`config.mk`:
```
export PLATFORM = sky130hd
export DESIGN_NAME = hostname_ipv4_validator_unit
export DESIGN_NICKNAME = d
export VERILOG_FILES = /design/src/hw/rtl/hiv_pkg.sv /design/src/hw/rtl/hiv_step.sv /design/src/hw/rtl/hiv_out.sv /design/src/hw/rtl/hostname_ipv4_validator_unit.sv
export SDC_FILE = /design/constraint.sdc
export NUM_CORES = 1
export LEC_CHECK = 0
export BUFFER_PORTS_ARGS = -buffer_cell sky130_fd_sc_hd__buf_2
export CAP_MARGIN = 20
export CORE_MARGIN = 10
export CORE_UTILIZATION = 30
export DETAILED_ROUTE_END_ITERATION = 10
export PLACE_DENSITY = 0.54
export SYNTH_ARGS = -nofsm -noshare
export SYNTH_HDL_FRONTEND = slang
export SYNTH_HIERARCHICAL = 1
export SYNTH_SLANG_ARGS = --single-unit
export TNS_END_PERCENT = 20
```
`constraint.sdc`:
```
create_clock -name clk -period 4.65 [get_ports clk]
set_input_delay 0.93 -clock clk [delete_from_list [all_inputs] [get_ports clk]]
set_output_delay 0.93 -clock clk [all_outputs]
set_load 0.05 [all_outputs]
```
`src/hw/rtl/hiv_pkg.sv`:
```
// Shared types, constants and character classes for the endpoint name checker.
// No dependencies; every other file of the block imports this package.
package hiv_pkg;

    // Default length bounds
    localparam int unsigned DEF_MAX_NAME_LENGTH  = 253;
    localparam int unsigned DEF_MAX_LABEL_LENGTH = 63;

    // Character codes and limits
    localparam logic [7:0] DOT_CHAR        = 8'h2E;
    localparam logic [7:0] HYPHEN_CHAR     = 8'h2D;
    localparam logic [7:0] ZERO_CHAR       = 8'h30;
    localparam logic [2:0] QUAD_LABELS     = 3'd4;
    localparam logic [2:0] LABEL_COUNT_MAX = 3'd7;
    localparam logic [8:0] OCTET_MAX       = 9'd255;

    // Running state of the string being checked
    typedef struct packed {
        logic [7:0] total_length;
        logic [6:0] label_length;
        logic [7:0] previous_symbol;
        logic [2:0] label_count;
        logic [8:0] octet_value;
        logic       all_digits;
        logic       octet_overflow;
        logic       failed;
    } hiv_state_t;

    // Verdict for one complete string
    typedef struct packed {
        logic dotted_numeric;
        logic valid_res;
    } hiv_verdict_t;

    localparam hiv_state_t STATE_RESET = '{
        total_length:    8'd0,
        label_length:    7'd0,
        previous_symbol: DOT_CHAR,
        label_count:     3'd0,
        octet_value:     9'd0,
        all_digits:      1'b1,
        octet_overflow:  1'b0,
        failed:          1'b0
    };

    function automatic logic is_digit(input logic [7:0] c);
        return (c >= 8'h30) && (c <= 8'h39);
    endfunction

    function automatic logic is_alnum(input logic [7:0] c);
        return is_digit(c) || ((c >= 8'h41) && (c <= 8'h5A)) ||
               ((c >= 8'h61) && (c <= 8'h7A));
    endfunction

endpackage

```
`src/hw/rtl/hiv_step.sv`:
```
// Next-state and verdict logic for one character of the endpoint string.
// Depends on hiv_pkg for the state and verdict types and character classes.
module hiv_step #(
    parameter int unsigned MAX_NAME_LENGTH  = hiv_pkg::DEF_MAX_NAME_LENGTH,
    parameter int unsigned MAX_LABEL_LENGTH = hiv_pkg::DEF_MAX_LABEL_LENGTH
) (
    input  hiv_pkg::hiv_state_t   cur,
    input  logic [7:0]            symbol,
    output hiv_pkg::hiv_state_t   nxt,
    output hiv_pkg::hiv_verdict_t verdict
);
    import hiv_pkg::*;

    logic        sym_alnum;
    logic        sym_digit;
    logic        sym_dot;
    logic [11:0] oct_wide;
    logic [11:0] oct_sum;
    logic        ok;

    assign sym_alnum = is_alnum(symbol);
    assign sym_digit = is_digit(symbol);
    assign sym_dot   = (symbol == DOT_CHAR);

    // Decimal accumulate: value * 10 + digit
    assign oct_wide = {3'd0, cur.octet_value};
    assign oct_sum  = (oct_wide << 3) + (oct_wide << 1) + {4'd0, symbol - ZERO_CHAR};

    // Advance counters and flags
    always_comb
    begin
        nxt = cur;
        nxt.previous_symbol = symbol;

        if (cur.total_length >= 8'(MAX_NAME_LENGTH))
            nxt.failed = 1'b1;
        else
            nxt.total_length = cur.total_length + 8'd1;

        if (sym_dot)
        begin
            if ((cur.label_length == 7'd0) || !is_alnum(cur.previous_symbol))
                nxt.failed = 1'b1;
            if (cur.label_count < LABEL_COUNT_MAX)
                nxt.label_count = cur.label_count + 3'd1;
            nxt.label_length = 7'd0;
            nxt.octet_value  = 9'd0;
        end
        else
        begin
            if ((cur.label_length == 7'd0) && !sym_alnum)
                nxt.failed = 1'b1;
            if (!sym_alnum && (symbol != HYPHEN_CHAR))
                nxt.failed = 1'b1;
            if (cur.label_length >= 7'(MAX_LABEL_LENGTH))
                nxt.failed = 1'b1;
            else
                nxt.label_length = cur.label_length + 7'd1;
            if (sym_digit)
            begin
                if (oct_sum > {3'd0, OCTET_MAX})
                begin
                    nxt.octet_overflow = 1'b1;
                    nxt.octet_value    = OCTET_MAX + 9'd1;
                end
                else
                begin
                    nxt.octet_value = oct_sum[8:0];
                end
            end
            else
            begin
                nxt.all_digits = 1'b0;
            end
        end
    end

    // Form the verdict as if this character closes the string
    always_comb
    begin
        ok = !nxt.failed && !sym_dot && sym_alnum;
        if (ok && nxt.all_digits &&
            ((nxt.label_count != QUAD_LABELS - 3'd1) || nxt.octet_overflow))
            ok = 1'b0;
        verdict.valid_res      = ok;
        verdict.dotted_numeric = nxt.all_digits;
    end

endmodule

```
`src/hw/rtl/hiv_out.sv`:
```
// Output register stage holding one verdict until the downstream side takes it.
// Depends on hiv_pkg for the verdict type.
module hiv_out (
    input  logic                  clk,
    input  logic                  rst_n,
    input  logic                  load,
    input  hiv_pkg::hiv_verdict_t verdict,
    output logic                  free,
    output logic                  m_tvalid,
    input  logic                  m_tready,
    output logic [7:0]            m_tdata     // [0] valid_res, [1] dotted_numeric
);
    import hiv_pkg::*;

    logic         valid_reg;
    logic         valid_next;
    hiv_verdict_t data_reg;

    // Slot is free when empty or draining this cycle
    assign free       = !valid_reg || m_tready;
    assign valid_next = load || (valid_reg && !m_tready);

    always_ff @(posedge clk or negedge rst_n)
    begin
        if (!rst_n)
            valid_reg <= 1'b0;
        else
            valid_reg <= valid_next;
    end

    // Capture a new verdict
    always_ff @(posedge clk)
    begin
        if (load)
            data_reg <= verdict;
    end

    assign m_tvalid = valid_reg;
    assign m_tdata  = {6'd0, data_reg.dotted_numeric, data_reg.valid_res};

endmodule

```
`src/hw/rtl/hostname_ipv4_validator_unit.sv`:
```
// Top level of the endpoint name checker (host name or dotted-quad address).
// Depends on hiv_pkg, hiv_step and hiv_out.
//
//  channel  dir  signals                       beat carries
//  s_       in   s_tvalid s_tready s_tdata     one character, s_tlast on the final one
//  m_       out  m_tvalid m_tready m_tdata     one verdict per string
//
// One character per cycle while the input is not stalled; the verdict appears in the cycle after the final beat.
// The per-character state register and the output register are the only stages.
// Reset returns the string state to empty and drops any pending verdict.
// Input stalls only while a verdict waits in the output register untaken.
module hostname_ipv4_validator_unit #(
    parameter int unsigned MAX_NAME_LENGTH  = hiv_pkg::DEF_MAX_NAME_LENGTH,
    parameter int unsigned MAX_LABEL_LENGTH = hiv_pkg::DEF_MAX_LABEL_LENGTH
) (
    input  logic       clk,
    input  logic       rst_n,
    input  logic       s_tvalid,
    output logic       s_tready,
    input  logic [7:0] s_tdata,     // [7:0] symbol
    input  logic       s_tlast,
    output logic       m_tvalid,
    input  logic       m_tready,
    output logic [7:0] m_tdata      // [0] valid_res, [1] dotted_numeric, [7:2] zero
);
    import hiv_pkg::*;

    hiv_state_t   state_reg;
    hiv_state_t   state_next;
    hiv_state_t   step_state;
    hiv_verdict_t step_verdict;
    logic         out_free;
    logic         accept;

    assign s_tready = out_free;
    assign accept   = s_tvalid && s_tready;

    hiv_step #(
        .MAX_NAME_LENGTH  (MAX_NAME_LENGTH),
        .MAX_LABEL_LENGTH (MAX_LABEL_LENGTH)
    ) u_step (
        .cur     (state_reg),
        .symbol  (s_tdata),
        .nxt     (step_state),
        .verdict (step_verdict)
    );

    // Advance on each beat; start over after the final character
    always_comb
    begin
        state_next = state_reg;
        if (accept)
            state_next = s_tlast ? STATE_RESET : step_state;
    end

    always_ff @(posedge clk or negedge rst_n)
    begin
        if (!rst_n)
            state_reg <= STATE_RESET;
        else
            state_reg <= state_next;
    end

    hiv_out u_out (
        .clk      (clk),
        .rst_n    (rst_n),
        .load     (accept && s_tlast),
        .verdict  (step_verdict),
        .free     (out_free),
        .m_tvalid (m_tvalid),
        .m_tready (m_tready),
        .m_tdata  (m_tdata)
    );

    // A final beat always yields a verdict on the next cycle
    assert property (@(posedge clk) disable iff (!rst_n)
        (accept && s_tlast) |=> m_tvalid)
        else $error("verdict missing after final character");

    // State is back to empty after a final beat
    assert property (@(posedge clk) disable iff (!rst_n)
        (accept && s_tlast) |=> (state_reg == STATE_RESET))
        else $error("string state not cleared after verdict");

    // Length counters never pass their bounds
    assert property (@(posedge clk) disable iff (!rst_n)
        (state_reg.total_length <= 8'(MAX_NAME_LENGTH)) &&
        (state_reg.label_length <= 7'(MAX_LABEL_LENGTH)))
        else $error("length counter beyond bound");

    // A plain character beat leaves no new verdict behind
    assert property (@(posedge clk) disable iff (!rst_n)
        (accept && !s_tlast && !m_tvalid) |=> !m_tvalid)
        else $error("verdict produced without final character");

endmodule

```
==> metrics.md <==
| Metric | Value |
|---|---|
| Overall die width | `128 um` |
| Transition time at the pin with the least slew margin | `0.927 ns` |
| Clock transition time at the flip-flop clock pins of the worst setup and hold paths | `0.06 ns` |
| Post-synth EDFFs | `2` |
| Cell row count | `39` |
| Routed wirelength normalized by instance count | `15.6 um` |
| Antenna violation net count after detailed routing | `0` |
| Overall global routing resource usage | `0.0999` |
| Top cell type by total area after synthesis | `sky130_fd_sc_hd__dfrtp_1` |
| Slowest cell delay on critical path | `0.45 ns` |
| Setup-failing EPs final | `0` |
| Power Density | `269 mW/mm^2` |
| Worst min path class | `reg -> reg` |
| Pins over their slew limit | `0` |
| Floorplan core area | `0.0115 mm^2` |
| Clk Tree Root Cell | `sky130_fd_sc_hd__clkbuf_16` |
| Resized cells post-CTS | `0` |
| Final cell count without fillers | `536` |
| TritonCTS clock tree | `built` |
| Portion of synthesized cell area occupied by the leading cell type | `0.242` |
| Die boundary height | `128 um` |
| Final min period | `3.80 ns` |
| Arrival time at the worst endpoint | `4.00 ns` |
| TritonRoute pass-1 iters | `4` |
| Aggregate routed wire length | `8350 um` |
| Kind of end point of the critical path | `flip-flop` |
| Maximum number of pins on one net before global-route repair | `43` |
| CP max FO | `8` |
| Number of clock sinks | `41` |
| Cell count after synthesis | `397` |
| Syn. warnings | `6` |
| Worst-path cell chain | `buf_2, ha_1, xnor2_1, fa_1, ha_1, and3_1, a221oi_2, or4b_1, nand4_2, nor3_4, a22o_1, nand4b_1, o21ai_0` |
| Mean instance size in the synthesized netlist | `8.87 um^2` |
| Worst vdd ir | `0.000163 V` |
| Number of antenna violations at the first check in global routing | `0` |
| Synth-to-Final Area Change | `5.22%` |
| Number of inserted diodes | `0` |
| Cells taking the most area after synthesis | `sky130_fd_sc_hd__dfrtp_1 (24%), sky130_fd_sc_hd__nand4b_1 (8.7%), sky130_fd_sc_hd__ha_1 (8.5%)` |
| Final hold slack | `0.526 ns` |
| Most used cell along the critical path | `sky130_fd_sc_hd__ha_1` |
| Total Negative Setup Slacks | `0 ns` |
| Result of the run | `finished, final reports clean` |
| Overflow after GRT | `0` |
| Later-pin clock latency in the skew report | `0.28 ns` |
| Area of the die | `0.0165 mm^2` |
| DRC viols | `0` |
| HPWL after detailed placement | `5520 um` |
| Most frequent standard cell in the layout excluding fill and tap cells | `sky130_fd_sc_hd__inv_1` |
| Final Wtd Congestion | `0.844` |
| Starting DRC count in detailed routing | `242` |
| Effective utilization at floorplan | `0.307` |
| Via count of the first global-routing pass | `2,777` |
| Top library cells by usage in the layout, fill and taps aside | `sky130_fd_sc_hd__inv_1 (45), sky130_fd_sc_hd__nand4b_1 (35), sky130_fd_sc_hd__dfrtp_1 (34)` |
| Number of synthesized register bits | `41` |
| Critical path launch point type | `input pin` |
| Leakage power figure | `1.60 nW` |
| Layout cell share with drive strength beyond 1 | `0.104` |
| Ratio of routed vias to standard cells | `5.21` |
| Clock skew | `0.00351 ns` |
| Number of flip-flops under the largest register name | `38` |
| Fraction of registers with async set/reset | `0.951` |
| Number of failing hold endpoints at the final stage | `0` |
| Final period util | `0.818` |
| Cell area after technology mapping | `0.00352 mm^2` |
| Post-CTS Hold Fix Bufs | `0` |
| Max capacitance violation total | `0` |
| Instance count after placement with tap cells included | `528` |
| Nets@finish | `435` |
| Sequential-to-total area share from yosys stat | `0.296` |
| CTS H-tree lvls | `2` |
| Vias after detailed routing | `2,791` |
| Total of buffers placed on input and output ports | `16` |
| Clock Tree Buf Depth | `2` |
| Standard cell with the maximum stage delay on the critical path | `sky130_fd_sc_hd__fa_1` |
| Unrepaired setup endpoints after global routing | `false` |
| Distinct cell type count of the synthesized netlist | `58` |
| Most common flop cell mapped by yosys | `sky130_fd_sc_hd__dfrtp_1` |
| Required @ worst endpoint | `4.84 ns` |
| Number of clock buffers inserted by TritonCTS | `5` |
| Classification of the worst setup path | `in -> reg` |
| Worst rel slew slack | `0.382` |
| I/O pin count | `23` |
| Number of fill cells | `1,192` |
| Post-CTS Setup Inserts | `0` |
| Global-route wire length before repair | `13,900 um` |
| Max Clock Freq | `263 MHz` |
==> cells in the mapped netlist, drive strengths merged, types with 4 or more instances <==
library cell,number
nand3,10
ha,24
nor3,6
nand2,17
and3,7
a21oi,22
xor2,11
a22o,9
a31oi,4
a21o,4
xnor2,6
nor2,23
dfrtp,34
inv,45
o21ai,43
dfstp,5
nand2b,7
clkbuf,4
o21a,4
nand4,4
fa,6
nor2b,5
nand4b,35
buf,31
==> layer usage <==
| layer | GRT usage | share of wire | vias to the layer above |
|---|---|---|---|
| li1 | - | - | 1378 |
| met1 | 0.132 | 0.49 | 1357 |
| met2 | 0.162 | 0.46 | 50 |
| met3 | 0.0185 | 0.033 | 6 |
| met4 | 0.0291 | 0.011 | 0 |
| met5 | 0 | 0 | - |
==> worst paths after layout <==
| path | startpoint | slack [ns] | cells past startpoint | to |
|---|---|---|---|---|
| max in group asynchronous | rst_n | 3.28 | 1 | state_reg[6] |
| min in group asynchronous | rst_n | 0.79 | 1 | state_reg[34] |
| worst min register to register | state_reg[2] | 0.53 | 2 | state_reg[2] |
| worst max-delay path | s_tdata[4] | 0.85 | 13 | state_reg[7] |
| worst min-delay path | state_reg[2] | 0.53 | 2 | state_reg[2] |
| worst max register to register | state_reg[7] | 1.58 | 10 | state_reg[7] |
==> power breakdown <==
| group | total (mW) | switching, mW | internal (mW) |
|---|---|---|---|
| logic | 0.247 | 0.157 | 0.0896 |
| clock network | 0.331 | 0.132 | 0.200 |
| registers | 0.417 | 0.0288 | 0.388 |
| total | 0.995 | 0.317 | 0.678 |
==> kinds of logic after synthesis <==
logic type	Yosys count	synth area share
xor+xnor	17	0.0423
buf+inv	80	0.118
compound gates	98	0.179
simple gates	128	0.239
mux	2	0.00569
fa+ha+maj	30	0.119
other cells	1	0.00107
flops	41	0.296
==> cell type report <==
| type | instances | area (um^2) | share of cell area |
|---|---|---|---|
| Clock buffer | 8 | 136 | 0.0368 |
| Inverter | 45 | 169 | 0.0456 |
| Multi-Input combinational cell | 281 | 2080 | 0.562 |
| Timing Repair Buffer | 18 | 95.1 | 0.0257 |
| Tap cell | 143 | 179 | 0.0483 |
| Sequential cell | 41 | 1040 | 0.281 |
==> per-stage QoR <==
step | util | total power [mW] | setup slack [ns] | cell area (um^2)
6_report | 0.323 | 0.995 | 0.845 | 3700
5_1_grt | 0.323 | 1.06 | 0.654 | 3700
4_1_cts | 0.323 | 1.01 | 0.885 | 3700
3_5_place_dp | 0.311 | 0.671 | 0.603 | 3570
3_3_place_gp | 0.311 | 0.666 | 0.681 | 3570
2_1_floorplan | - | 0.621 | 0.998 | 3540
==> worst max-delay path: cells and delay by family <==
family,cells,cell delay [ns]
buffers and inverters,1,0.13
adder cells (fa/ha/maj),3,1.10
AND/OR/NAND/NOR,5,0.95
XOR/XNOR,1,0.21
AO/OA/AOI/OAI,3,0.68
Power figures use the tool's default switching activity.
